==> src/cuat_pkg.sv <==
// Shared types, codes and helper functions for the card identifier access table.
package cuat_pkg;

    localparam logic [2:0] OP_ADD        = 3'd0;
    localparam logic [2:0] OP_REMOVE     = 3'd1;
    localparam logic [2:0] OP_SET_ENABLE = 3'd2;
    localparam logic [2:0] OP_LOOKUP     = 3'd3;
    localparam logic [2:0] OP_READ_ENTRY = 3'd4;

    localparam logic [2:0] ST_OK          = 3'd0;
    localparam logic [2:0] ST_INVALID_ARG = 3'd1;
    localparam logic [2:0] ST_INVALID_LEN = 3'd2;
    localparam logic [2:0] ST_DUPLICATE   = 3'd3;
    localparam logic [2:0] ST_FULL        = 3'd4;
    localparam logic [2:0] ST_NOT_FOUND   = 3'd5;

    localparam logic [1:0] ROLE_NONE  = 2'd0;
    localparam logic [1:0] ROLE_USER  = 2'd1;
    localparam logic [1:0] ROLE_ADMIN = 2'd2;

    localparam logic [3:0] LEN_SHORT = 4'd4;
    localparam logic [3:0] LEN_MID   = 4'd7;
    localparam logic [3:0] LEN_LONG  = 4'd10;

    localparam logic [1:0] WR_NONE   = 2'd0;
    localparam logic [1:0] WR_ADD    = 2'd1;
    localparam logic [1:0] WR_MOVE   = 2'd2;
    localparam logic [1:0] WR_ENABLE = 2'd3;

    localparam logic [1:0] RD_NONE = 2'd0;
    localparam logic [1:0] RD_SCAN = 2'd1;
    localparam logic [1:0] RD_LAST = 2'd2;
    localparam logic [1:0] RD_IDX  = 2'd3;

    typedef struct packed {
        logic [2:0]  operation;
        logic [3:0]  id_len;
        logic [63:0] uid_low;
        logic [15:0] uid_high;
        logic [1:0]  role_in;
        logic        enable_in;
        logic [7:0]  slot_index;
    } t_in;

    typedef struct packed {
        logic [2:0]  status;
        logic [1:0]  role_out;
        logic        authorized;
        logic [8:0]  card_total;
        logic        entry_present;
        logic [63:0] entry_uid_low;
        logic [15:0] entry_uid_high;
        logic [3:0]  entry_id_len;
        logic [1:0]  entry_role;
        logic        entry_enabled;
    } t_out;

    typedef struct packed {
        logic [63:0] uid_low;
        logic [15:0] uid_high;
        logic [3:0]  id_len;
        logic [1:0]  role;
        logic        enable;
    } t_entry;

    typedef struct packed {
        logic       capture;
        logic       scan_start;
        logic [1:0] rd_sel;
        logic [1:0] wr_sel;
        logic       dec_count;
        logic       out_load;
        logic [2:0] status;
    } t_ctl_cmd;

    typedef struct packed {
        logic [2:0] op;
        logic       len_ok;
        logic       role_ok;
        logic       idx_ok;
        logic       full;
        logic       hit;
        logic       miss;
        logic       hit_last;
        logic       out_free;
    } t_ctl_sts;

    function automatic logic f_len_ok(input logic [3:0] len);
        return (len == LEN_SHORT) || (len == LEN_MID) || (len == LEN_LONG);
    endfunction

    function automatic logic [63:0] f_mask_low(input logic [3:0] len);
        logic [63:0] mask;
        if (len == LEN_SHORT) begin
            mask = 64'h0000_0000_FFFF_FFFF;
        end else if (len == LEN_MID) begin
            mask = 64'h00FF_FFFF_FFFF_FFFF;
        end else begin
            mask = 64'hFFFF_FFFF_FFFF_FFFF;
        end
        return mask;
    endfunction

    function automatic logic [15:0] f_mask_high(input logic [3:0] len);
        return (len == LEN_LONG) ? 16'hFFFF : 16'h0000;
    endfunction

endpackage

==> src/cuat_ctrl.sv <==
// Controller state machine that sequences each table operation.
module cuat_ctrl import cuat_pkg::*; (
    input  logic     i_clk,
    input  logic     i_rst_n,
    input  logic     i_in_valid,
    input  t_ctl_sts i_sts,
    output logic     o_in_stall,
    output t_ctl_cmd o_cmd
);

    localparam logic [3:0] S_IDLE     = 4'd0;
    localparam logic [3:0] S_DECODE   = 4'd1;
    localparam logic [3:0] S_SCAN     = 4'd2;
    localparam logic [3:0] S_ADD_WR   = 4'd3;
    localparam logic [3:0] S_RM_RD    = 4'd4;
    localparam logic [3:0] S_RM_MV    = 4'd5;
    localparam logic [3:0] S_EN_WR    = 4'd6;
    localparam logic [3:0] S_RD_ISSUE = 4'd7;
    localparam logic [3:0] S_RD_WAIT  = 4'd8;
    localparam logic [3:0] S_FINISH   = 4'd9;

    logic [3:0] r_state;
    logic [3:0] n_state;
    logic [2:0] r_status;
    logic [2:0] n_status;

    always_ff @(posedge i_clk) begin
        if (!i_rst_n) begin
            r_state  <= S_IDLE;
            r_status <= ST_OK;
        end else begin
            r_state  <= n_state;
            r_status <= n_status;
        end
    end

    assign o_in_stall = (r_state != S_IDLE);

    always_comb begin
        n_state  = r_state;
        n_status = r_status;
        o_cmd    = '0;
        o_cmd.rd_sel = RD_NONE;
        o_cmd.wr_sel = WR_NONE;
        o_cmd.status = r_status;
        unique case (r_state)
            S_IDLE: begin
                o_cmd.capture = i_in_valid;
                if (i_in_valid) begin
                    n_state = S_DECODE;
                end
            end
            S_DECODE: begin
                priority if (i_sts.op == OP_READ_ENTRY) begin
                    if (i_sts.idx_ok) begin
                        n_state = S_RD_ISSUE;
                    end else begin
                        n_status = ST_NOT_FOUND;
                        n_state  = S_FINISH;
                    end
                end else if (i_sts.op != OP_ADD && i_sts.op != OP_REMOVE &&
                             i_sts.op != OP_SET_ENABLE && i_sts.op != OP_LOOKUP) begin
                    n_status = ST_INVALID_ARG;
                    n_state  = S_FINISH;
                end else if (!i_sts.len_ok) begin
                    n_status = ST_INVALID_LEN;
                    n_state  = S_FINISH;
                end else if (i_sts.op == OP_ADD && !i_sts.role_ok) begin
                    n_status = ST_INVALID_ARG;
                    n_state  = S_FINISH;
                end else begin
                    o_cmd.scan_start = 1'b1;
                    n_state          = S_SCAN;
                end
            end
            S_SCAN: begin
                o_cmd.rd_sel = RD_SCAN;
                priority if (i_sts.hit) begin
                    priority case (i_sts.op)
                        OP_ADD: begin
                            n_status = ST_DUPLICATE;
                            n_state  = S_FINISH;
                        end
                        OP_REMOVE: begin
                            if (i_sts.hit_last) begin
                                o_cmd.dec_count = 1'b1;
                                n_status        = ST_OK;
                                n_state         = S_FINISH;
                            end else begin
                                n_state = S_RM_RD;
                            end
                        end
                        OP_SET_ENABLE: begin
                            n_state = S_EN_WR;
                        end
                        default: begin
                            n_status = ST_OK;
                            n_state  = S_FINISH;
                        end
                    endcase
                end else if (i_sts.miss) begin
                    if (i_sts.op == OP_ADD) begin
                        if (i_sts.full) begin
                            n_status = ST_FULL;
                            n_state  = S_FINISH;
                        end else begin
                            n_state = S_ADD_WR;
                        end
                    end else begin
                        n_status = ST_NOT_FOUND;
                        n_state  = S_FINISH;
                    end
                end else begin
                    n_state = S_SCAN;
                end
            end
            S_ADD_WR: begin
                o_cmd.wr_sel = WR_ADD;
                n_status     = ST_OK;
                n_state      = S_FINISH;
            end
            S_RM_RD: begin
                o_cmd.rd_sel = RD_LAST;
                n_state      = S_RM_MV;
            end
            S_RM_MV: begin
                o_cmd.wr_sel    = WR_MOVE;
                o_cmd.dec_count = 1'b1;
                n_status        = ST_OK;
                n_state         = S_FINISH;
            end
            S_EN_WR: begin
                o_cmd.wr_sel = WR_ENABLE;
                n_status     = ST_OK;
                n_state      = S_FINISH;
            end
            S_RD_ISSUE: begin
                o_cmd.rd_sel = RD_IDX;
                n_state      = S_RD_WAIT;
            end
            S_RD_WAIT: begin
                n_status = ST_OK;
                n_state  = S_FINISH;
            end
            S_FINISH: begin
                if (i_sts.out_free) begin
                    o_cmd.out_load = 1'b1;
                    n_state        = S_IDLE;
                end
            end
            default: begin
                n_state = S_IDLE;
            end
        endcase
    end

endmodule

==> src/cuat_datapath.sv <==
// Datapath with the entry memory, card count, scan pointer and result register.
module cuat_datapath import cuat_pkg::*; #(
    parameter int MAX_ENTRIES = 16
) (
    input  logic     i_clk,
    input  logic     i_rst_n,
    input  t_in      i_in_data,
    input  logic     i_out_stall,
    input  t_ctl_cmd i_cmd,
    output t_ctl_sts o_sts,
    output logic     o_out_valid,
    output t_out     o_out_data
);

    localparam int CW = $clog2(MAX_ENTRIES + 1);
    localparam int IW = (MAX_ENTRIES > 1) ? $clog2(MAX_ENTRIES) : 1;

    t_entry          r_mem [MAX_ENTRIES];
    t_in             r_req;
    t_in             n_req;
    logic [CW-1:0]   r_count;
    logic [CW-1:0]   r_addr;
    logic            r_rvalid;
    logic [IW-1:0]   r_raddr;
    t_entry          r_rdata;
    t_entry          r_hit;
    logic [IW-1:0]   r_hit_slot;
    t_out            r_out;
    t_out            n_out;
    logic            r_out_valid;

    logic [CW-1:0]   w_last;
    logic            w_match;
    logic            w_hit;
    logic            w_scan_more;
    logic            w_rd_en;
    logic [IW-1:0]   w_rd_addr;
    logic            w_wr_en;
    logic [IW-1:0]   w_wr_addr;
    t_entry          w_wr_data;
    logic            w_out_free;

    assign w_last      = r_count - CW'(1);
    assign w_match     = (r_rdata.id_len == r_req.id_len) &&
                         (r_rdata.uid_low == r_req.uid_low) &&
                         (r_rdata.uid_high == r_req.uid_high);
    assign w_hit       = r_rvalid && w_match;
    assign w_scan_more = (r_addr < r_count);
    assign w_out_free  = !r_out_valid || !i_out_stall;

    always_comb begin
        n_req          = i_in_data;
        n_req.uid_low  = i_in_data.uid_low & f_mask_low(i_in_data.id_len);
        n_req.uid_high = i_in_data.uid_high & f_mask_high(i_in_data.id_len);
    end

    always_comb begin
        w_rd_en   = 1'b0;
        w_rd_addr = r_addr[IW-1:0];
        unique case (i_cmd.rd_sel)
            RD_SCAN: begin
                w_rd_en   = w_scan_more;
                w_rd_addr = r_addr[IW-1:0];
            end
            RD_LAST: begin
                w_rd_en   = 1'b1;
                w_rd_addr = w_last[IW-1:0];
            end
            RD_IDX: begin
                w_rd_en   = 1'b1;
                w_rd_addr = r_req.slot_index[IW-1:0];
            end
            default: begin
                w_rd_en = 1'b0;
            end
        endcase
    end

    always_comb begin
        w_wr_en   = 1'b0;
        w_wr_addr = r_hit_slot;
        w_wr_data = r_hit;
        unique case (i_cmd.wr_sel)
            WR_ADD: begin
                w_wr_en            = 1'b1;
                w_wr_addr          = r_count[IW-1:0];
                w_wr_data.uid_low  = r_req.uid_low;
                w_wr_data.uid_high = r_req.uid_high;
                w_wr_data.id_len   = r_req.id_len;
                w_wr_data.role     = r_req.role_in;
                w_wr_data.enable   = 1'b1;
            end
            WR_MOVE: begin
                w_wr_en   = 1'b1;
                w_wr_data = r_rdata;
            end
            WR_ENABLE: begin
                w_wr_en          = 1'b1;
                w_wr_data.enable = r_req.enable_in;
            end
            default: begin
                w_wr_en = 1'b0;
            end
        endcase
    end

    always_ff @(posedge i_clk) begin
        if (w_wr_en) begin
            r_mem[w_wr_addr] <= w_wr_data;
        end
        if (w_rd_en) begin
            r_rdata <= r_mem[w_rd_addr];
            r_raddr <= w_rd_addr;
        end
    end

    always_ff @(posedge i_clk) begin
        if (!i_rst_n) begin
            r_count     <= '0;
            r_addr      <= '0;
            r_rvalid    <= 1'b0;
            r_out_valid <= 1'b0;
        end else begin
            if (i_cmd.wr_sel == WR_ADD) begin
                r_count <= r_count + CW'(1);
            end else if (i_cmd.dec_count) begin
                r_count <= w_last;
            end
            if (i_cmd.scan_start) begin
                r_addr   <= '0;
                r_rvalid <= 1'b0;
            end else if (i_cmd.rd_sel == RD_SCAN) begin
                r_rvalid <= w_scan_more;
                if (w_scan_more) begin
                    r_addr <= r_addr + CW'(1);
                end
            end
            if (i_cmd.out_load) begin
                r_out_valid <= 1'b1;
            end else if (!i_out_stall) begin
                r_out_valid <= 1'b0;
            end
        end
    end

    always_ff @(posedge i_clk) begin
        if (i_cmd.capture) begin
            r_req <= n_req;
        end
        if (i_cmd.rd_sel == RD_SCAN && w_hit) begin
            r_hit      <= r_rdata;
            r_hit_slot <= r_raddr;
        end
        if (i_cmd.out_load) begin
            r_out <= n_out;
        end
    end

    always_comb begin
        n_out            = '0;
        n_out.status     = i_cmd.status;
        n_out.card_total = 9'(r_count);
        if (r_req.operation == OP_LOOKUP && i_cmd.status == ST_OK && r_hit.enable) begin
            n_out.role_out   = r_hit.role;
            n_out.authorized = (r_hit.role == ROLE_USER) || (r_hit.role == ROLE_ADMIN);
        end
        if (r_req.operation == OP_READ_ENTRY && i_cmd.status == ST_OK) begin
            n_out.entry_present  = 1'b1;
            n_out.entry_uid_low  = r_rdata.uid_low;
            n_out.entry_uid_high = r_rdata.uid_high;
            n_out.entry_id_len   = r_rdata.id_len;
            n_out.entry_role     = r_rdata.role;
            n_out.entry_enabled  = r_rdata.enable;
        end
    end

    assign o_sts.op       = r_req.operation;
    assign o_sts.len_ok   = f_len_ok(r_req.id_len);
    assign o_sts.role_ok  = (r_req.role_in == ROLE_USER) || (r_req.role_in == ROLE_ADMIN);
    assign o_sts.idx_ok   = ({1'b0, r_req.slot_index} < 9'(r_count));
    assign o_sts.full     = (r_count == CW'(MAX_ENTRIES));
    assign o_sts.hit      = w_hit;
    assign o_sts.miss     = !r_rvalid && !w_scan_more;
    assign o_sts.hit_last = (r_raddr == w_last[IW-1:0]);
    assign o_sts.out_free = w_out_free;

    assign o_out_valid = r_out_valid;
    assign o_out_data  = r_out;

endmodule

==> src/card_uid_access_table.sv <==
// Top level of the card identifier access table.
// The table holds up to MAX_ENTRIES cards of 4, 7 or 10 byte identifiers with a role and an
// enable flag, packed from slot zero in a memory with separate read and write addresses. One
// operation is handled at a time. Add, remove, set enable and lookup search the stored cards
// one per cycle behind a registered memory read, and a search ends at the first matching card
// or after the last stored card. A lookup, a duplicate add, a full table, a removal of the
// last slot or any other miss then loads its result; a set enable or a successful add first
// writes the entry, and a removal that moves the last card into the freed slot first reads
// the last card and then writes it. Read entry reads the requested slot, and an operation
// rejected for its code, length, role or slot index is answered after decoding. The next
// transaction is accepted in the cycle after a result is loaded; a finished result waits in
// an output register while the next transaction is processed, and only a result that finds
// the previous one still waiting holds the block until the output side takes it.
module card_uid_access_table import cuat_pkg::*; #(
    parameter int MAX_ENTRIES = 16
) (
    input  logic i_clk,
    input  logic i_rst_n,
    input  logic i_in_valid,
    output logic o_in_stall,
    input  t_in  i_in_data,
    output logic o_out_valid,
    input  logic i_out_stall,
    output t_out o_out_data
);

    t_ctl_cmd w_cmd;
    t_ctl_sts w_sts;

    cuat_ctrl u_ctrl (
        .i_clk      (i_clk),
        .i_rst_n    (i_rst_n),
        .i_in_valid (i_in_valid),
        .i_sts      (w_sts),
        .o_in_stall (o_in_stall),
        .o_cmd      (w_cmd)
    );

    cuat_datapath #(
        .MAX_ENTRIES (MAX_ENTRIES)
    ) u_datapath (
        .i_clk       (i_clk),
        .i_rst_n     (i_rst_n),
        .i_in_data   (i_in_data),
        .i_out_stall (i_out_stall),
        .i_cmd       (w_cmd),
        .o_sts       (w_sts),
        .o_out_valid (o_out_valid),
        .o_out_data  (o_out_data)
    );

endmodule
==> config.mk <==
export PLATFORM = sky130hd
export DESIGN_NAME = card_uid_access_table
export DESIGN_NICKNAME = d
export VERILOG_FILES = /design/src/cuat_pkg.sv /design/src/cuat_ctrl.sv /design/src/cuat_datapath.sv /design/src/card_uid_access_table.sv
export SDC_FILE = /design/constraint.sdc
export NUM_CORES = 2
export LEC_CHECK = 0
export BUFFER_PORTS_ARGS = -buffer_cell sky130_fd_sc_hd__buf_2
export CAP_MARGIN = 20
export CORE_UTILIZATION = 30
export DETAILED_ROUTE_END_ITERATION = 10
export GPL_TIMING_DRIVEN = 1
export PLACE_DENSITY = 0.5
export SETUP_SLACK_MARGIN = 0.2
export SYNTH_ARGS = -nofsm -noshare
export SYNTH_HDL_FRONTEND = slang
export SYNTH_SLANG_ARGS = --single-unit
==> constraint.sdc <==
create_clock -name i_clk -period 13.6 [get_ports i_clk]
set_input_delay 0.68 -clock i_clk [delete_from_list [all_inputs] [get_ports i_clk]]
set_output_delay 0.68 -clock i_clk [all_outputs]
set_load 0.01 [all_outputs]
==> results.py <==
metrics = {
    "run_status": {
        "status": "finished with violations",
        "failed_checks": "DRC",
    },
    "timing": {
        "worst_pin_slew_ns": 1.14,
        "fin_setup_tns_ns": 0,
        "slew_headroom": 0.234,
        "period_share": 0.433,
        "hold_viol_final": 0,
        "rsz0062_at_grt": "no",
        "fmaxAchievable_mhz": 170,
        "fin_worst_skew_ns": 0.0338,
        "period_needed_ns": 5.89,
        "timing.hold.ws_ns": 0.0811,
        "setup_violations": 0,
        "slew_viol_final": 0,
    },
    "floorplanning": {
        "num_io_pins": 207,
        "coreArea_sq_um": 238000,
        "initial_core_util": 0.302,
        "std_cell_rows": 179,
        "die_w_um": 491,
        "die-area_sq_um": 241000,
        "die_height_um": 491,
    },
    "clock_tree": {
        "cts-buffers-inserted": 188,
        "clockRootBuffer": "clkbuf_16",
        "clock_sinks": 1790,
        "clock_latency_ns": 0.84,
        "cts_max_level": 4,
        "cts_tree": "built",
        "post_cts_buffers": 0,
        "path_clk_slew_ns": 0.06,
        "clockBufferDepth": 3,
    },
    "synth": {
        "synth_area_sq_um": 71700,
        "synth_top_area_share": 0.741,
        "synth_edf_count": 1771,
        "ys_async_sr_fraction": 0,
        "synthTopCellsByArea": "edfxtp_1, mux2i_1, nor2_1",
        "synthFlopType": "edfxtp_1",
        "synthTopCellsByCount": "edfxtp_1, nor2_1, mux2i_1, o21ai_1, o21ai_0",
        "synth_seq_area_share": 0.747,
        "synth_seq_cells": 1790,
        "synthCells": 4689,
        "ys_types": 71,
        "synth_most_common_cell": "edfxtp_1",
        "synth_area_leader_cell": "edfxtp_1",
        "syn_area_per_cell_sq_um": 15.3,
        "ys_warn_count": 0,
    },
    "layout": {
        "multi_input_area_sq_um": 17100,
        "layout-drive-gt1-share": 0.128,
        "syn2layout_area_growth_pct": 16.2,
        "fillers": 22900,
        "layout.nets": 5147,
        "regArea_sq_um": 53600,
    },
    "placement": {
        "gp_congestion": 0.805,
        "io_buffers": 202,
        "dpl.hpwl_um": 127000,
    },
    "global_routing": {
        "grt_overflow_total": 0,
        "antenna_found_initial": 10,
        "grt_pass1_vias": 40600,
        "grt_max_degree": 167,
        "grt_pass1_wl_um": 308000,
        "grt_usage": 0.177,
    },
    "detailed_routing": {
        "wl_per_cell_um": 26.0,
        "ant_nets": 0,
        "wl_um": 218000,
        "drtIter0Drc": 3311,
        "vias": 40800,
        "drc": 111,
        "firstDrtPassIters": 9,
        "viasPerCell": 4.89,
    },
    "worst_setup_path": {
        "cpMostUsedCell": "buf_4",
        "max_stage_delay_ns": 0.80,
        "required_ns": 14.05,
        "cp_max_fo": 44,
        "cp.arrival_ns": 6.34,
        "crit_chain": "nand2b_1, a21oi_1, ha_4, buf_4, a31oi_1, or2_2, nor2_4, buf_4, buf_4",
        "end_kind": "flop",
        "startpoint_type": "flop",
        "rrSetupSlack_ns": 7.71,
        "crit_type": "reg -> reg",
        "slowest_stage": "nor2_4",
    },
    "hold_path": {
        "hold_path.class": "in -> reg",
    },
    "power": {
        "power.density_nw_per_um2": 136,
        "p_leak_uw": 0.0316,
        "max-vdd-ir-drop_v": 0.000138,
    },
    "run": {
        "drv_cap": 0,
    },
}
==> through the flow <==
step	power [uW]	worst slack (ns)	util	std cells	area, sq um
detailed placement	6510	7.70	0.323	7940	76900
finish	11400	7.71	0.350	8354	83300
global route	11700	7.44	0.350	8349	83300
CTS	11500	7.67	0.350	8325	83200
floorplan	6340	2.88	-	4692	71700
global placement	6510	7.78	0.323	7931	76800
==> area by class of cell <==
| type | count | share of cell area |
|---|---|---|
| diodes | 6 | 0.000180 |
| clock buffers | 231 | 0.0595 |
| clock inverters | 112 | 0.0107 |
| inverters | 31 | 0.00150 |
| multi-input cells | 2613 | 0.205 |
| flip-flops and latches | 1790 | 0.643 |
| well taps | 3167 | 0.0475 |
| repair buffers | 404 | 0.0331 |
==> cells by family (layout without fill, tap and decap cells) <==
| kind of cell | Yosys count | after routing | share of synthesized area |
|---|---|---|---|
| AOI/OAI and AO/OA | 619 | 619 | 0.0488 |
| xor gates and xnor gates | 76 | 76 | 0.00947 |
| adders and majority gates | 17 | 17 | 0.00297 |
| buffers and inverters | 289 | 778 | 0.0188 |
| DFF | 1790 | 1790 | 0.747 |
| muxes | 703 | 703 | 0.0981 |
| other | 1 | 10 | 0.0000523 |
| and+or+nand+nor | 1194 | 1194 | 0.0750 |
==> where the power goes <==
| group | switching (uW) | leakage (uW) | internal [uW] |
|---|---|---|---|
| combinational | 182 | 0.0126 | 86.2 |
| sequential | 71.9 | 0.0161 | 6060 |
| clock | 2170 | 0.00288 | 2780 |
| total | 2420 | 0.0316 | 8930 |
==> sequential cells by signal, indices dropped and copies added, names as in the netlist <==
register	count
u_datapath.r_rvalid	1
u_ctrl.r_state	4
u_datapath.r_addr	5
u_datapath.r_count	5
u_datapath.r_raddr	4
u_datapath.r_hit_slot	4
u_datapath.o_out_valid	1
u_datapath.r_rdata	87
u_datapath.r_mem	1392
u_datapath.r_req	95
u_datapath.o_out_data	99
u_ctrl.r_status	3
u_datapath.r_hit	87
u_datapath.o_sts	3
==> what timing repair did <==
item	CTS	global route
resized for setup	0	0
hold buffers	42	0
endpoints found under the hold margin	42	0
==> critical path: cells and delay by family, from the launching register on <==
kind | cells | cell delay (ns)
adder cells (fa/ha/maj) | 1 | 0.77
buffers and inverters | 3 | 1.88
AO/OA/AOI/OAI | 2 | 0.52
AND/OR/NAND/NOR | 3 | 1.40
flip-flops | 1 | 0.76
==> routing by layer <==
metal | routed length, um | track usage
met5 | 0 | 0
met4 | 5700 | 0.0536
met3 | 8610 | 0.0231
met2 | 109000 | 0.305
met1 | 94600 | 0.232
==> cells in the final DEF, fill, tap and decap left out, types with 6 or more instances in the layout <==
cell	Yosys	final
nor2b_1	36	36
nor3_1	13	13
clkinv_1	0	46
a22oi_1	87	87
buf_2	61	203
nor2_1	735	718
bufinv_16	0	10
clkbuf_1	138	38
diode_2	0	6
nand2b_1	24	24
xor2_1	10	10
clkinv_2	1	39
dfxtp_1	19	19
nand4_1	104	104
buf_12	0	7
clkbuf_16	0	192
o21ai_1	244	288
a21oi_1	26	25
edfxtp_1	1771	1771
o21ai_0	206	160
inv_1	28	28
nand2_1	111	111
ha_1	17	15
xnor2_1	65	65
nand3_1	14	14
mux2i_1	702	702
nor2_4	1	19
nor4_1	8	6
buf_4	34	144
and2_1	117	117
dlygate4sd3_1	0	42
==> worst paths after layout <==
| path | start | end | depth (start not counted) |
|---|---|---|---|
| worst max-delay path | u_ctrl.r_state[1] | u_datapath.r_mem[5][19] | 9 |
| worst min-delay path | i_in_data[41] | u_datapath.r_req[41] | 1 |
| worst max register to register | u_ctrl.r_state[1] | u_datapath.r_mem[5][19] | 9 |
| worst min register to register | u_datapath.r_raddr[2] | u_datapath.r_hit_slot[2] | 0 |
(Power assumes the default switching activity.)
